**config.mk**
```make
export PLATFORM = sky130hd
export DESIGN_NAME = tsm_sqrt_pipe
export DESIGN_NICKNAME = d
export VERILOG_FILES = /design/src/tsm_sqrt_pipe.sv
export SDC_FILE = /design/constraint.sdc
export NUM_CORES = 1
export LEC_CHECK = 0
export ABC_AREA = 1
export BUFFER_PORTS_ARGS = -buffer_cell sky130_fd_sc_hd__buf_2
export CAP_MARGIN = 0
export CORE_ASPECT_RATIO = 0.7
export CORE_MARGIN = 2
export CORE_UTILIZATION = 49
export CTS_CLUSTER_DIAMETER = 50
export DETAILED_ROUTE_END_ITERATION = 7
export HOLD_SLACK_MARGIN = 0.05
export PLACE_DENSITY_LB_ADDON = 0.25
export SKIP_CTS_REPAIR_TIMING = 1
export SYNTH_ARGS = -nofsm -noshare
export SYNTH_HDL_FRONTEND = slang
export SYNTH_SLANG_ARGS = --single-unit
```
**constraint.sdc**
```tcl
create_clock -name i_clk -period 4 [get_ports i_clk]
set_input_delay 0.2 -clock i_clk [delete_from_list [all_inputs] [get_ports i_clk]]
set_output_delay 0.2 -clock i_clk [all_outputs]
set_load 0.05 [all_outputs]
```
**src/tsm_sqrt_pipe.sv**
```systemverilog
// ============================================================================
// tsm_sqrt_pipe
// Pipelined floor square root: one root bit per register stage, with a side
// word and a valid bit carried alongside. All stages advance on i_en.
// ============================================================================
`default_nettype none

module tsm_sqrt_pipe #(
    parameter int W      = 38,
    parameter int SIDE_W = 1
) (
    input  wire logic              i_clk,
    input  wire logic              i_rst_n,
    input  wire logic              i_en,
    input  wire logic              i_vld,
    input  wire logic [W-1:0]      i_rad,
    input  wire logic [SIDE_W-1:0] i_side,
    output logic                   o_vld,
    output logic [W/2-1:0]         o_root,
    output logic [SIDE_W-1:0]      o_side
);
    localparam int H = W / 2;

    logic [H-1:0]      r_vld;
    logic [W-1:0]      r_rad  [H];
    logic [H+1:0]      r_rem  [H];
    logic [H-1:0]      r_root [H];
    logic [SIDE_W-1:0] r_side [H];

    for (genvar k = 0; k < H; k++) begin : g_stage
        logic              w_vin;
        logic [W-1:0]      w_rad_in;
        logic [H+1:0]      w_rem_in;
        logic [H-1:0]      w_root_in;
        logic [SIDE_W-1:0] w_side_in;
        logic [H+3:0]      w_acc;
        logic [H+3:0]      w_trial;
        logic [H+3:0]      w_diff;
        logic [H+1:0]      n_rem;
        logic [H-1:0]      n_root;

        if (k == 0) begin : g_first
            assign w_vin     = i_vld;
            assign w_rad_in  = i_rad;
            assign w_rem_in  = '0;
            assign w_root_in = '0;
            assign w_side_in = i_side;
        end else begin : g_next
            assign w_vin     = r_vld[k-1];
            assign w_rad_in  = r_rad[k-1];
            assign w_rem_in  = r_rem[k-1];
            assign w_root_in = r_root[k-1];
            assign w_side_in = r_side[k-1];
        end

        // bring down two radicand bits, try root*4+1
        always_comb begin
            w_acc   = {w_rem_in, w_rad_in[W-1:W-2]};
            w_trial = {2'b00, w_root_in, 2'b01};
            w_diff  = w_acc - w_trial;
            if (w_acc >= w_trial) begin
                n_rem  = w_diff[H+1:0];
                n_root = {w_root_in[H-2:0], 1'b1};
            end else begin
                n_rem  = w_acc[H+1:0];
                n_root = {w_root_in[H-2:0], 1'b0};
            end
        end

        always_ff @(posedge i_clk) begin
            if (!i_rst_n) begin
                r_vld[k] <= 1'b0;
            end else if (i_en) begin
                r_vld[k] <= w_vin;
            end
        end

        always_ff @(posedge i_clk) begin
            if (i_en) begin
                r_rad[k]  <= {w_rad_in[W-3:0], 2'b00};
                r_rem[k]  <= n_rem;
                r_root[k] <= n_root;
                r_side[k] <= w_side_in;
            end
        end
    end

    assign o_vld  = r_vld[H-1];
    assign o_root = r_root[H-1];
    assign o_side = r_side[H-1];

endmodule

`default_nettype wire

```
==> flow_summary.json, run 1 <==
{
  "worst_hold_slack_ns": 0.194,
  "path_class": "reg -> reg",
  "p_total_mw": 26.6,
  "end_kind": "flop",
  "die_x_um": 380,
  "netlist_area_sq_um": 48600,
  "initial_utilization_pct": 49.5,
  "grt_max_degree": 123,
  "yosysMostFrequentCell": "nand2_1",
  "track_usage_pct": 22.0,
  "dieArea_sq_um": 102000,
  "drv_cap": 0,
  "num_antenna_cells": 0,
  "fin_tns_setup_ns": 0,
  "worst_slack_ns": 1.19,
  "cp.required_ns": 4.43,
  "synthesis.area_per_instance_sq_um": 9.47,
  "muxShareOfSynthArea_pct": 0,
  "ys_top_cells_by_area": "edfxtp_1, nand2_1, inv_1",
  "rows": 96,
  "core_area_sq_um": 98100,
  "synthSimpleGateAreaFrac_pct": 23.1,
  "holdCritPathClass": "in -> reg",
  "synth-compound-area-share_pct": 5.16,
  "skew_ns": 0.0399,
  "worst_pin_slew_ns": 0.972,
  "cp_max_fo": 20,
  "yosysTopAreaCell": "edfxtp_1",
  "yosysWarnings": 0,
  "grt_pass1_vias": 31500,
  "synthFlopType": "edfxtp_1",
  "vdd_drop_max_uv": 360,
  "status": "complete, no violations",
  "r2r_slack_ns": 1.19,
  "setup_violations": 0,
  "cts_tree": "built",
  "arrival_ns": 3.24,
  "rsz0062_at_grt": "no",
  "drc": 0,
  "netlist_instances": 5129,
  "grt_pass1_wl_mm": 176,
  "ioPinCount": 64,
  "clkLatencyLatePin_ns": 0.71,
  "synth_fp_nets": 5382,
  "yosys.area_share.adder_pct": 5.41,
  "drt_iter0_drc": 3354,
  "hold_viol_final": 0,
  "dpl.cell_count": 6488,
  "place_hpwl_mm": 84.3,
  "final_cells": 6717,
  "wl_mm": 112,
  "drt_first_pass_iters": 6,
  "syn_to_final_growth_pct": 11.5,
  "yosys.area_share.xor_xnor_pct": 2.72,
  "final_nets": 5563,
  "synth_top_cell_area_share_pct": 55.8,
  "wire_per_inst_um": 16.7,
  "vias": 34400,
  "fin_crit_ns": 2.81,
  "yosysSeqAreaShare_pct": 56.6,
  "synth_seq_cells": 922,
  "final_max_slew_viol_count": 0,
  "dp_worst_setup_slack_ns": 1.31,
  "start_kind": "flop",
  "nFillCells": 8720,
  "clock-sinks": 922,
  "drive_above_1_share_pct": 9.47,
  "overflow": 0,
  "cts_inserted_buffers": 99,
  "synth.distinct_cells": 56,
  "htree_num_levels": 3,
  "place.gp.congestion": 0.958,
  "cts_buffer_depth": 3,
  "drtAntennaViolNets": 0,
  "clk_pin_slew_worst_paths_ns": 0.06,
  "root_buffer": "clkbuf_16",
  "antenna_found_initial": 0,
  "synth_edf_count": 903,
  "synth_commonest_cells": "nand2_1, edfxtp_1, inv_1",
  "synth_top_family_by_area": "simple AND/OR/NAND/NOR gates",
  "fin_crit_sh_pct": 70.3,
  "leakagePower_nw": 23.7,
  "power_density_nw_per_um2": 492,
  "relSlewSlack_pct": 35.2,
  "viasPerCell": 5.12,
  "io_buffer_count": 63,
  "fmax_ghz": 0.356,
  "die_h_um": 267,
  "async_flop_share_pct": 0
}
## state kept, by name, summed over array words and instances (netlist names)
register and flops:
r_rem 352, r_rad 342, r_root 190, r_side 19, g_stage.w_vin 18, o_vld 1
## placed cells by master, fill, tap and decap left out, types with 41 or more instances in the layout
cell type	instances
dlygate4sd3_1	44
ha_1	210
a21oi_1	146
edfxtp_1	903
xor2_1	93
nor2_1	464
o21ai_0	91
xnor2_1	58
inv_1	752
nor3_1	41
nand3_1	255
nand2_1	1575
nand3b_1	57
clkbuf_16	100
nand2_2	52
nand4_1	77
a21oi_2	61
o21ai_2	46
buf_2	62
## final cells by class
class	count	area, sq um	area share (%)
clock buffer	117	2570	4.74
clock inverter	68	774	1.43
inverter	792	2990	5.51
multi-input combinational	3370	17700	32.6
sequential	922	27500	50.8
tap	1323	1660	3.06
timing repair buffer	125	1000	1.85
## cell families (layout without fill, tap and decap cells)
kind of cell / Yosys count / in the layout
AND/OR/NAND/NOR: 2608 / 2608
flip-flops: 922 / 922
buffers and inverters: 837 / 1102
AO/OA/AOI/OAI: 400 / 400
adder cells (fa/ha/maj): 210 / 210
XOR/XNOR: 151 / 151
other: 1 / 1
## per-layer routing
metal | global-route usage [%] | wire [um]
met2 | 29.5 | 43400
met4 | 4.45 | 1860
met5 | 0 | 0
met3 | 4.77 | 8820
met1 | 35.8 | 58100
## through the flow
stage	cell area, sq um	util [%]
final	54100	55.2
after global routing	54100	55.2
after CTS	53700	54.7
after detailed placement	50400	51.3
after global placement	50400	51.3
after floorplan	48600	-
## worst max-delay path: stages (launching register included)
cell      delay [ns]
edfxtp_1        0.41
ha_1            0.39
a21oi_1         0.28
nand2_1         0.13
nand2_1         0.15
nand2_1         0.10
nand2_1         0.09
nand4_2         0.29
buf_4           0.31
inv_2           0.30
a21oi_1         0.07
## path summary, 6_finish.rpt
kind | start | to | cells past startpoint
worst max register to register | r_rem[15][8]$_DFFE_PP_ | r_rem[16][20]$_DFFE_PP_ | 10
worst min register to register | r_rad[7][30]$_DFFE_PP_ | r_rad[8][32]$_DFFE_PP_ | 0
worst min-delay path | i_rad[35] | r_rad[0][35]$_DFFE_PP_ | 2
worst max-delay path | r_rem[15][8]$_DFFE_PP_ | r_rem[16][20]$_DFFE_PP_ | 10
## where the power goes
part	internal [mW]	switching [mW]
sequential	11.8	0.675
clock	5.24	4.01
combinational	1.65	3.24
total	18.7	7.93
No activity file was read; power rests on OpenSTA's default activity.
==> run 2, diff against run 1 <==
==> constraint.sdc (replaced) <==
create_clock -name i_clk -period 2.8 [get_ports i_clk]
set_input_delay 0.14 -clock i_clk [delete_from_list [all_inputs] [get_ports i_clk]]
set_output_delay 0.14 -clock i_clk [all_outputs]
set_load 0.05 [all_outputs]
==> run 2 against run 1 <==
Compared with the run above: final area is 0.45% higher; clock power is 42% higher; critical path depth is 1 lower; non-clock buffer count is 34 higher; first-iteration DRC count is 4.0% lower; total power is 43% higher; largest cell class unchanged.
==> flow_summary.json, run 2 (synthesis results as in run 1) <==
{
  "slowest_stage": "edfxtp_1",
  "worst_slack_ns": 0.316,
  "final_cell_mix": "nand2_1, edfxtp_1, inv_1, nor2_1, nand3_1",
  "drv_cap": 0,
  "syn_to_final_growth_pct": 12.0,
  "cts_buffer_depth": 3,
  "power_density_nw_per_um2": 698,
  "hold_viol_final": 0,
  "crit_chain": "ha_1 > a21oi_1 > nand2_1 > nand2_1 > nand2_1 > nand2_1 > nand4_2 > inv_2 > a21oi_1",
  "root_buffer": "clkbuf_16",
  "dp_worst_setup_slack_ns": 0.370,
  "clkLatencyLatePin_ns": 0.70,
  "drive_above_1_share_pct": 10.1,
  "vias": 34400,
  "crit_path_frequent_cell": "nand2_1",
  "holdCritPathClass": "in -> reg",
  "clock-sinks": 922,
  "final_util_pct": 55.4,
  "wl_mm": 113,
  "relSlewSlack_pct": 59.4,
  "die_h_um": 267,
  "drt_first_pass_iters": 8,
  "largest_reg_flops": 352,
  "fmax_ghz": 0.403,
  "final_max_slew_viol_count": 0,
  "end_kind": "flop",
  "worstHoldStart": "i_rad[34]",
  "ioPinCount": 64,
  "status": "complete, no violations",
  "clk_pin_slew_worst_paths_ns": 0.06,
  "rr_startpoint": "r_rem[15][8]$_DFFE_PP_",
  "place.gp.congestion": 0.924,
  "track_usage_pct": 22.2,
  "drtAntennaViolNets": 0,
  "htree_num_levels": 3,
  "overflow": 0,
  "skew_ns": 0.0313,
  "vdd_drop_max_uv": 546,
  "grt_pass1_vias": 31800,
  "cp.required_ns": 3.22,
  "core_area_sq_um": 98100,
  "drt_iter0_drc": 3219,
  "worst_pin_slew_ns": 0.608,
  "critPathTopFamily": "simple AND/OR/NAND/NOR gates",
  "arrival_ns": 2.90,
  "final_common_cell": "nand2_1",
  "cp_max_fo": 20,
  "leakagePower_nw": 23.9,
  "start_kind": "flop",
  "final_nets": 5598,
  "reg_top3": "r_rem: 352 flops, r_rad: 342 flops, r_root: 190 flops",
  "grt_pass1_wl_mm": 178,
  "io_buffer_count": 63,
  "rr_worst_depth": 9,
  "path_class": "reg -> reg",
  "wire_per_inst_um": 16.7,
  "dpl.cell_count": 6522,
  "viasPerCell": 5.09,
  "fin_crit_sh_pct": 88.7,
  "cts_inserted_buffers": 100,
  "place_hpwl_mm": 85.9,
  "holdPathStages": 2,
  "slowest_delay_ns": 0.46,
  "antenna_found_initial": 5,
  "fin_crit_ns": 2.48,
  "r2r_slack_ns": 0.32,
  "crit_buf_inv": 1,
  "fin_tns_setup_ns": 0,
  "cts_tree": "built",
  "final_cells": 6752,
  "drc": 0,
  "whs_endpoint": "r_rad[0][34]$_DFFE_PP_",
  "num_antenna_cells": 0,
  "dieArea_sq_um": 102000,
  "rows": 96,
  "rsz0062_at_grt": "no",
  "die_x_um": 380,
  "initial_utilization_pct": 49.5,
  "top_register": "r_rem",
  "reg2reg_to": "r_rem[16][20]$_DFFE_PP_",
  "grt_max_degree": 91,
  "setup_violations": 0
}
run 2: changes by cell type in the layout (fill, tap and decap cells not counted), moves of 2 or more:
| cell | previous run | this run |
|---|---|---|
| buf_4 | 10 | 41 |
| clkinv_4 | 2 | 7 |
| inv_6 | 9 | 13 |
| buf_12 | 8 | 11 |
| clkbuf_1 | 17 | 14 |
| clkinv_2 | 15 | 12 |
| bufinv_16 | 8 | 6 |
| clkinv_16 | 3 | 1 |
| inv_16 | 3 | 1 |
| inv_8 | 4 | 6 |
run 2: worst reg2reg max path, delay by kind of cell, from the launching register on:
| kind | cells | cell delay, ns |
|---|---|---|
| AOI/OAI and AO/OA | 2 | 0.38 |
| adders and majority gates | 1 | 0.40 |
| buffers and inverters | 1 | 0.35 |
| DFF | 1 | 0.46 |
| and+or+nand+nor | 5 | 0.61 |
run 2: per-layer routing:
metal  share of wire, %  vias up  global-route usage (%)
met5              0.012        -                       0
met4                1.5        2                    4.21
met3                7.7      115                    4.51
met2                 39     1046                    30.1
met1                 52    15900                    36.0
li1                   -    17300                       -
run 2: layout make-up:
| cell class | instances | area (sq um) |
|---|---|---|
| fill | 8778 | 43700 |
| sequential | 922 | 27500 |
| multi-input combinational | 3370 | 17700 |
| inverter | 792 | 2990 |
| clock buffer | 116 | 2590 |
| tap | 1323 | 1660 |
| timing repair buffer | 159 | 1290 |
| clock inverter | 70 | 698 |
run 2: through the flow:
| step | power, mW | hold slack [ns] | cell area [sq um] |
|---|---|---|---|
| 4_1_cts | 38.2 | -0.443 | 53900 |
| 2_1_floorplan | 22.6 | 0.239 | 48600 |
| 6_report | 38.0 | 0.145 | 54400 |
| 3_3_place_gp | 24.9 | 0.316 | 50700 |
| 5_1_grt | 40.0 | 0.103 | 54400 |
| 3_5_place_dp | 25.0 | 0.318 | 50700 |
run 2: where the power goes:
group	switching (mW)	internal [mW]	leakage, nW	total (mW)
sequential	0.978	16.9	8.82	17.8
clock	5.71	7.35	1.60	13.1
combinational	4.67	2.40	13.4	7.08
run 2: worst max path at each step:
stage	startpoint	to	slack, ns	cells past startpoint
3_3_place_gp	r_root[11][11]$_DFFE_PP_	r_rem[12][11]$_DFFE_PP_	0.38	11
4_1_cts	r_rem[14][14]$_DFFE_PP_	r_rem[15][3]$_DFFE_PP_	0.36	12
3_5_place_dp	r_rem[14][14]$_DFFE_PP_	r_rem[15][12]$_DFFE_PP_	0.37	12
5_1_grt	r_root[4][4]$_DFFE_PP_	r_rem[5][4]$_DFFE_PP_	0.1	11
2_1_floorplan	r_rem[0][0]$_DFFE_PP_	r_rem[1][17]$_DFFE_PP_	0.82	8
6_report	r_rem[15][8]$_DFFE_PP_	r_rem[16][20]$_DFFE_PP_	0.32	9
